## config.mk

```make
export PLATFORM = sky130hd
export DESIGN_NAME = cst_stats
export DESIGN_NICKNAME = d
export VERILOG_FILES = /design/src/rtl/core/cst_pkg.sv /design/src/rtl/core/cst_stats.sv
export SDC_FILE = /design/constraint.sdc
export NUM_CORES = 1
export LEC_CHECK = 0
export ABC_AREA = 1
export BUFFER_PORTS_ARGS = -buffer_cell sky130_fd_sc_hd__buf_2
export CELL_PAD_IN_SITES_DETAIL_PLACEMENT = 0
export CELL_PAD_IN_SITES_GLOBAL_PLACEMENT = 1
export CORE_MARGIN = 5
export CORE_UTILIZATION = 40
export CTS_CLUSTER_SIZE = 20
export DETAILED_ROUTE_END_ITERATION = 7
export PLACE_DENSITY_LB_ADDON = 0.1
export SLEW_MARGIN = 20
export SYNTH_ARGS = -nofsm -noshare
export SYNTH_HDL_FRONTEND = slang
export SYNTH_SLANG_ARGS = --single-unit
```

## constraint.sdc

```tcl
create_clock -name clk_i -period 5.7 [get_ports clk_i]
set_input_delay 1.14 -clock clk_i [delete_from_list [all_inputs] [get_ports clk_i]]
set_output_delay 1.14 -clock clk_i [all_outputs]
set_load 0.005 [all_outputs]
```

## src/rtl/core/cst_pkg.sv

```systemverilog
// ----------------------------------------------------------------------------
// cst_pkg
// Shared types and codes of the context slot table.
// ----------------------------------------------------------------------------
`default_nettype none

package cst_pkg;

  localparam int unsigned SlotsDefault = 64;
  localparam int unsigned IdBitsDefault = 32;
  localparam int unsigned CfgIdxW = 2;
  localparam int unsigned CountW = 7;
  localparam logic [CountW-1:0] CreditMax = 7'd127;
  localparam logic [CountW-1:0] CapacityReset = 7'd64;

  localparam logic [2:0] OP_REGISTER   = 3'd0;
  localparam logic [2:0] OP_UNREGISTER = 3'd1;
  localparam logic [2:0] OP_FIND       = 3'd2;
  localparam logic [2:0] OP_RESERVE    = 3'd3;
  localparam logic [2:0] OP_RELEASE    = 3'd4;
  localparam logic [2:0] OP_CHECK      = 3'd5;

  localparam logic [1:0] ST_OK       = 2'd0;
  localparam logic [1:0] ST_FULL     = 2'd1;
  localparam logic [1:0] ST_NOTFOUND = 2'd2;
  localparam logic [1:0] ST_NOSLOT   = 2'd3;

  localparam logic [2:0] SEL_CREATED    = 3'd0;
  localparam logic [2:0] SEL_DESTROYED  = 3'd1;
  localparam logic [2:0] SEL_REQUESTS   = 3'd2;
  localparam logic [2:0] SEL_REJECTIONS = 3'd3;
  localparam logic [2:0] SEL_REUSES     = 3'd4;
  localparam logic [2:0] SEL_PEAK       = 3'd5;
  localparam logic [2:0] SEL_TOTAL      = 3'd6;

  localparam logic [CfgIdxW-1:0] CFG_CAPACITY = 2'd0;
  localparam logic [CfgIdxW-1:0] CFG_REUSE    = 2'd1;

  typedef struct packed {
    logic [2:0]         operation;
    logic [31:0]        ctx_id;
    logic signed [15:0] attr_a;
    logic signed [15:0] attr_b;
    logic signed [15:0] attr_c;
    logic [6:0]         count;
    logic [2:0]         stat_select;
  } cst_req_t;

  typedef struct packed {
    logic [1:0]         status;
    logic [5:0]         slot_index;
    logic signed [15:0] found_sphere;
    logic signed [15:0] found_level;
    logic signed [15:0] found_group;
    logic [6:0]         active_now;
    logic [6:0]         available_now;
    logic [6:0]         reuse_credit_now;
    logic [31:0]        stat_value;
  } cst_rsp_t;

  typedef struct packed {
    logic       reg_ok;
    logic       unreg_ok;
    logic       reserve;
    logic       release_op;
    logic [6:0] count;
  } cst_upd_t;

  typedef struct packed {
    logic [6:0]  active;
    logic [6:0]  avail;
    logic [6:0]  credit;
    logic [31:0] stat;
  } cst_view_t;

endpackage

`default_nettype wire

```

## src/rtl/core/cst_stats.sv

```systemverilog
// ----------------------------------------------------------------------------
// cst_stats
// Active count, reuse credit, peak and event counters with post-update view.
// ----------------------------------------------------------------------------
`default_nettype none

module cst_stats
  import cst_pkg::*;
(
  input  wire logic      clk_i,
  input  wire logic      rst_ni,
  input  wire logic      apply_i,
  input  wire cst_upd_t  upd_i,
  input  wire logic [6:0] cap_i,
  input  wire logic      reuse_en_i,
  input  wire logic [6:0] count_i,
  input  wire logic [2:0] stat_sel_i,
  output logic [6:0]     active_o,
  output logic           reserve_rej_o,
  output logic           check_fail_o,
  output cst_view_t      view_o
);

  logic [6:0]  active_q, active_d, credit_q, credit_d, peak_q, peak_d;
  logic [31:0] created_q, created_d, destroyed_q, destroyed_d;
  logic [31:0] requests_q, requests_d, rejects_q, rejects_d;
  logic [31:0] reuses_q, reuses_d, total_q, total_d;
  logic [6:0]  avail_cur;

  assign active_o = active_q;
  assign reserve_rej_o = ({1'b0, active_q} + {1'b0, count_i}) > {1'b0, cap_i};
  assign avail_cur = (active_q < cap_i) ? cap_i - active_q : 7'd0;
  assign check_fail_o = avail_cur < count_i;

  always_comb begin
    active_d    = active_q;
    credit_d    = credit_q;
    peak_d      = peak_q;
    created_d   = created_q;
    destroyed_d = destroyed_q;
    requests_d  = requests_q;
    rejects_d   = rejects_q;
    reuses_d    = reuses_q;
    total_d     = total_q;
    if (upd_i.reg_ok) begin
      if (reuse_en_i && credit_q != 7'd0) begin
        credit_d = credit_q - 7'd1;
        reuses_d = reuses_q + 32'd1;
      end
      active_d  = active_q + 7'd1;
      created_d = created_q + 32'd1;
      total_d   = total_q + 32'd1;
      if (active_d > peak_q) begin
        peak_d = active_d;
      end
    end
    if (upd_i.unreg_ok) begin
      if (active_q != 7'd0) begin
        active_d = active_q - 7'd1;
      end
      destroyed_d = destroyed_q + 32'd1;
      if (reuse_en_i && credit_q < CreditMax) begin
        credit_d = credit_q + 7'd1;
      end
    end
    if (upd_i.reserve) begin
      requests_d = requests_q + 32'd1;
      if (reserve_rej_o) begin
        rejects_d = rejects_q + 32'd1;
      end else begin
        active_d = active_q + upd_i.count;
      end
    end
    if (upd_i.release_op) begin
      active_d = (active_q > upd_i.count) ? active_q - upd_i.count : 7'd0;
    end
  end

  always_comb begin
    view_o.active = active_d;
    view_o.avail  = (active_d < cap_i) ? cap_i - active_d : 7'd0;
    view_o.credit = credit_d;
    case (stat_sel_i)
      SEL_CREATED:    view_o.stat = created_d;
      SEL_DESTROYED:  view_o.stat = destroyed_d;
      SEL_REQUESTS:   view_o.stat = requests_d;
      SEL_REJECTIONS: view_o.stat = rejects_d;
      SEL_REUSES:     view_o.stat = reuses_d;
      SEL_PEAK:       view_o.stat = {25'd0, peak_d};
      SEL_TOTAL:      view_o.stat = total_d;
      default:        view_o.stat = 32'd0;
    endcase
  end

  always_ff @(posedge clk_i or negedge rst_ni) begin
    if (!rst_ni) begin
      active_q    <= '0;
      credit_q    <= '0;
      peak_q      <= '0;
      created_q   <= '0;
      destroyed_q <= '0;
      requests_q  <= '0;
      rejects_q   <= '0;
      reuses_q    <= '0;
      total_q     <= '0;
    end else if (apply_i) begin
      active_q    <= active_d;
      credit_q    <= credit_d;
      peak_q      <= peak_d;
      created_q   <= created_d;
      destroyed_q <= destroyed_d;
      requests_q  <= requests_d;
      rejects_q   <= rejects_d;
      reuses_q    <= reuses_d;
      total_q     <= total_d;
    end
  end

endmodule

`default_nettype wire

```

==> metrics.cfg, run 1 <==
[global_route]
antenna_found_initial=0
grt_pass1_wl_mm=91.54
grt_pass1_vias=15620
grt_max_degree=134
grt_overflow=0
grt_use_total_pct=24.88

[die]
io_pins=94
core_area_sq_um=41020
die_height_um=214.1
dieArea_sq_um=45860
rows=74
die_x_um=214.1
start_util_pct=40.64

[placed_design]
place_area_sq_um=18030
hpwl_mm=44.18
numPortBuffers=93
gp_congestion=0.9017

[cells_and_area]
layout_common_cells=nand2_1 (638), inv_1 (259), o21ai_0 (217)
fin_area_sq_um=19250
seqCellArea_sq_um=5330
layout_commonest_cell=nand2_1
nets=2583
n_antenna_cell=0
drive_gt1_share_pct=14.66
multiInputGateArea_sq_um=10150
nFillCells=4197
syn2layout_area_growth_pct=15.47

[yosys]
synth_edf_count=0
syn-mean-instance-area_sq_um=7.072
synth_cell_types=66
synth_nets=2457
syn-cell-area_sq_um=16670
async_flop_share_pct=100.0
yosys_most_used_dff=dfrtp_1
synth_cells=2357
ys_seq_area_share_pct=31.97
yosysWarnings=0
yosys_register_bits=213

[power_and_ir_drop]
switchingPower_mw=3.046
p_per_area_nw_per_um2=378.8
sw_frac_of_total_pct=41.77
p_total_mw=7.292
clock_power_share_pct=25.7
leakage_nw=8.944
power.internal_mw=4.246
ir_worst_vdd_mv=0.2661
comb_power_share_pct=46.8
seq_power_share_pct=27.5

[setup_path]
worstPathMaxFanout=7
slowest_stage=fa_2
r2r_cells=28
cp-start-kind=primary input
r2r_end=active_o[6]
r2r_slack_ns=1.76
path_buf_inv=11
critPathMaxStageDelay_ns=0.35
r2r-start=active_o[0]
cp.arrival_ns=4.55
crit_path_end_kind=primary output
worst_path_most_repeated_cell=buf_4
path_class=in2out
worst_path_dominant_cell_family=buffers and inverters
required_ns=4.56

[sta]
worstMarginPinSlew_ns=0.9756
fin_crit_ns=5.695
post-route-period-util_pct=99.91
setup_violations=0
hold_viol=0
drv_slew=0
relSlewSlack_pct=34.96
skew_ns=0.02474
hold_ws_ns=0.4982
rsz0062_at_grt=yes
fmax_mhz=175.6

[cts]
clk_latency_ns=0.57
cts.clk_slew.worst_paths_ns=0.06
htreeDepth=1
cts.sinks=213
clock_path_buffers=3
cts_tree=built
cts_buffers=28
root_buffer=clkbuf_16

[min_path]
hold_end=peak_q[6]
hold_depth=2
hp-class=reg2reg
min_from=peak_q[6]

[drt]
drt-initial-drc-count=1238
via_per_inst=5.266
wl_mm=58.34
dr.pass1.iters=5
antenna_left=0
avgRoutedWirePerCell_um=19.22
route.vias.total=15990
drcViolationCount=0

[flow_run]
maxCapViolations=0

[run_status]
status=complete, no violations

==> flip-flops by register name, summed over array words and instances (netlist names) <==
| register | flops |
|---|---|
| destroyed_q | 32 |
| credit_q | 7 |
| active_o | 7 |
| created_q | 32 |
| rejects_q | 32 |
| reuses_q | 32 |
| total_q | 32 |
| requests_q | 32 |
| peak_q | 7 |
==> cells in the mapped netlist (all sizes together), types with 2 or more instances <==
cell type | number | area share (%)
nor3 | 83 | 2.7
inv | 275 | 6.2
nor2 | 183 | 5.0
dfrtp | 213 | 32
o211ai | 12 | 0.54
a211oi | 4 | 0.18
fa | 5 | 0.60
o221ai | 4 | 0.21
nand2 | 666 | 15
xnor2 | 37 | 1.9
nand3 | 153 | 5.2
o21ai | 228 | 6.8
clkbuf | 57 | 1.3
a21oi | 34 | 1.2
nand3b | 2 | 0.090
nor3b | 4 | 0.18
or2 | 17 | 0.65
nor4 | 28 | 1.3
and3 | 4 | 0.15
a31oi | 6 | 0.23
o31ai | 2 | 0.090
nand4 | 57 | 2.3
buf | 16 | 0.62
a221oi | 7 | 0.37
clkinv | 5 | 0.11
and2 | 2 | 0.098
ha | 63 | 4.7
o2111ai | 9 | 0.47
xor2 | 156 | 8.2
a22o | 2 | 0.11
o22ai | 11 | 0.41
==> layer usage <==
metal	wire length [um]	GRT usage, %	vias to the layer above
met4	1228	5.068	0
met3	2947	2.852	65
li1	-	-	7934
met1	27380	35.78	7598
met2	26780	40.81	392
met5	0	0	-
==> kinds of logic (layout without fill, tap and decap cells) <==
logic type | Yosys count | after routing | synth area share, %
muxes | 1 | 1 | 0.06005
adders and majority gates | 68 | 68 | 5.329
xor gates and xnor gates | 193 | 193 | 10.14
buffers and inverters | 353 | 500 | 8.211
AOI/OAI and AO/OA | 328 | 328 | 11.04
and+or+nand+nor | 1201 | 1201 | 33.24
DFF | 213 | 213 | 31.97
==> how the worst max path moves through the flow <==
stage               start    endpoint  slack, ns  depth (start not counted)
4_1_cts        count_i[0]  view_o[40]      0.005                         30
3_3_place_gp   count_i[0]  view_o[43]      -0.21                         31
5_1_grt        count_i[0]  view_o[45]      -0.32                         28
3_5_place_dp   count_i[0]  view_o[39]      -0.27                         31
6_report       count_i[0]  view_o[52]      0.005                         28
2_1_floorplan  count_i[0]  view_o[39]       0.07                         29
==> power by group through the flow <==
stage,clock (mW),sequential (mW),combinational [mW]
global placement,0,2.02,3.20
CTS,1.92,2.00,3.39
detailed placement,0,2.02,3.24
finish,1.88,2.00,3.41
floorplan,0,1.98,2.06
global route,1.98,2.04,3.84
==> worst min-delay path: stages, from the launching register on <==
cell     delay, ns
dfrtp_1       0.34
nand2_1       0.05
o21ai_0       0.07
==> through the flow <==
step	setup WS [ns]	TNS, ns	std cells	util (%)
after floorplan	0.07494	0	2357	-
after detailed placement	-0.2662	-1.829	2974	43.97
after global placement	-0.2145	-1.421	2974	43.97
after global routing	-0.3243	-2.496	3036	46.93
final	0.005009	0	3036	46.93
after CTS	0.004934	0	3034	46.72
==> layout make-up <==
type	count	area share, %
multi-input combinational	1791	52.75
tap	532	3.458
clock inverter	8	0.6110
clock buffer	43	4.407
inverter	280	5.499
timing repair buffer	169	5.584
sequential	213	27.69
==> repair_timing <==
action,4_1_cts,5_1_grt
setup buffers,9,2
pin swaps,3,3
gates resized for setup,24,20
hold buffers,0,0
setup endpoints to repair,12,25
No activity file was read; power rests on OpenSTA's default activity.
==> inputs of run 2 (changes only) <==
BUFFER_PORTS_ARGS = not set   (was -buffer_cell sky130_fd_sc_hd__buf_2)
DONT_BUFFER_PORTS = 1   (was not set)
==> run 2 against run 1 <==
Compared with the run above: clock-buffer cell count is 2 lower; clock skew rose by 0.0087 ns; clock power is 2% lower; routed wire length decreased by 0.67%; final area is 4.1% lower; critical path type unchanged; largest cell class unchanged.
==> metrics.cfg, run 2 (synthesis gave the netlist of run 1 again) <==
[setup_path]
path_buf_inv=1  ; -10
cp-start-kind=primary input
crit_path_end_kind=primary output
r2r-start=active_o[0]
r2r_cells=20  ; -29%
cp.arrival_ns=4.48  ; -0.07 ns
r2r_slack_ns=2.06  ; +0.30 ns
r2r_end=rejects_q[5]
worst_path_most_repeated_cell=nand2_1
required_ns=4.56  ; about the same
worstPathMaxFanout=6  ; -1
path_class=in2out
slowest_stage=fa_2
worst_path_dominant_cell_family=simple AND/OR/NAND/NOR gates
critPathMaxStageDelay_ns=0.39  ; +0.04 ns

[cells_and_area]
fin_area_sq_um=18450  ; -4.1%
nets=2454  ; -5.0%
drive_gt1_share_pct=10.03  ; -4.6 points
layout_common_cells=nand2_1 (640), inv_1 (257), o21ai_0 (218)
layout_commonest_cell=nand2_1
syn2layout_area_growth_pct=10.69

[global_route]
grt_max_degree=220  ; +64%
grt_pass1_wl_mm=89.18  ; -2.6%
antenna_found_initial=3  ; +3
grt_pass1_vias=14990  ; -4.1%
grt_use_total_pct=24.51  ; -0.38 points
grt_overflow=0  ; unchanged

[flow_run]
maxCapViolations=0  ; unchanged

[sta]
fmax_mhz=177.8  ; +1.3%
fin_crit_ns=5.624  ; -0.07083 ns
rsz0062_at_grt=yes
fin_ws_ns=0.07584  ; +0.07083 ns
hold_viol=0  ; unchanged
hold_ws_ns=0.2973  ; -0.2009 ns
skew_ns=0.03340  ; +0.008661 ns
drv_slew=0  ; unchanged
worstMarginPinSlew_ns=0.9648  ; -0.01078 ns
post-route-period-util_pct=98.67  ; -1.2 points
relSlewSlack_pct=35.68  ; +0.72 points
setup_violations=0  ; unchanged

[drt]
drcViolationCount=0  ; unchanged
avgRoutedWirePerCell_um=19.93  ; +3.7%
antenna_left=0  ; unchanged
drt-initial-drc-count=1024  ; -17%
via_per_inst=5.368  ; +1.9%
wl_mm=57.95  ; -0.67%
dr.pass1.iters=7  ; +2
route.vias.total=15600  ; -2.4%

[placed_design]
dp_slack_ns=-0.1270  ; +0.1391 ns
gp_congestion=0.9025  ; about the same
numPortBuffers=0  ; -100%
hpwl_mm=43.47  ; -1.6%
place_area_sq_um=17320  ; -3.9%

[power_and_ir_drop]
power.internal_mw=3.982  ; -6.2%
p_per_area_nw_per_um2=375.1  ; -0.97%
comb_power_share_pct=44.4  ; -2.4 points
switchingPower_mw=2.940  ; -3.5%
seq_power_share_pct=29.0  ; +1.5 points
p_total_mw=6.922  ; -5.1%
leakage_nw=8.311  ; -7.1%
ir_worst_vdd_mv=0.2220  ; -17%
clock_power_share_pct=26.6  ; +0.9 points
sw_frac_of_total_pct=42.48  ; +0.71 points

[run_status]
status=complete, no violations

[cts]
cts_tree=built
htreeDepth=1  ; unchanged
cts_buffers=28  ; unchanged
holdBufCountCts=0  ; unchanged
cts.clk_slew.worst_paths_ns=0.06  ; about the same
root_buffer=clkbuf_16
clock_path_buffers=3  ; unchanged
clk_latency_ns=0.58  ; about the same
cts.sinks=213  ; unchanged

[die]
dieArea_sq_um=45860  ; unchanged
die_height_um=214.1  ; unchanged
start_util_pct=40.64  ; unchanged
rows=74  ; unchanged
io_pins=94  ; unchanged
core_area_sq_um=41020  ; unchanged
die_x_um=214.1  ; unchanged

[min_path]
hp-class=in2async

run 2: cell count changes in the layout (fill, tap and decap cells not counted), moves of 3 or more:
cell	before	now
buf_2	90	0
buf_4	75	40
nor2_2	24	20
clkbuf_1	7	4
nor2_4	13	16
run 2: timing repair:
action / CTS / global route
gates resized for setup: 6 / 34
endpoints found under the setup margin: 7 / 19
pin swaps: 3 / 20
buffers inserted: 0 / 4
run 2: area by class of cell:
class | count | area, sq um
Antenna cell | 1 | 2.502
Clock buffer | 41 | 839.6
Clock inverter | 9 | 106.4
Fill cell | 4248 | 22570
Inverter | 280 | 1059
Multi-Input combinational cell | 1791 | 10150
Sequential cell | 213 | 5331
Tap cell | 532 | 665.6
Timing Repair Buffer | 40 | 300.3
run 2: power groups by stage:
stage	Combinational [mW]	Clock, mW	Sequential, mW
3_5_place_dp	2.90	0	2.03
5_1_grt	3.44	1.95	2.05
2_1_floorplan	2.06	0	1.98
6_report	3.07	1.84	2.01
4_1_cts	2.95	1.88	2.01
3_3_place_gp	2.88	0	2.03
run 2: how the worst max path moves through the flow:
stage / startpoint / endpoint / slack (ns) / cells past startpoint
floorplan: count_i[0] / view_o[39] / 0.07 / 29
global placement: count_i[0] / view_o[41] / -0.03 / 29
detailed placement: count_i[0] / view_o[40] / -0.13 / 28
CTS: count_i[0] / view_o[40] / 0.004 / 28
global route: count_i[0] / view_o[45] / -0.15 / 30
finish: count_i[0] / view_o[45] / 0.08 / 25
run 2: layer usage:
metal | GRT usage [%] | routed length [um] | share of wire (%)
met1 | 33.38 | 26140 | 45
met2 | 39.93 | 26010 | 45
met3 | 4.461 | 3769 | 6.5
met4 | 7.473 | 1992 | 3.4
met5 | 0 | 33 | 0.057
run 2: metrics by stage:
stage	util (%)	TNS, ns	instances
after floorplan	-	0	2357
after global placement	42.23	-0.1713	2852
after detailed placement	42.23	-0.7835	2852
after CTS	44.61	0	2902
after global routing	44.98	-0.8428	2906
final	44.99	0	2907
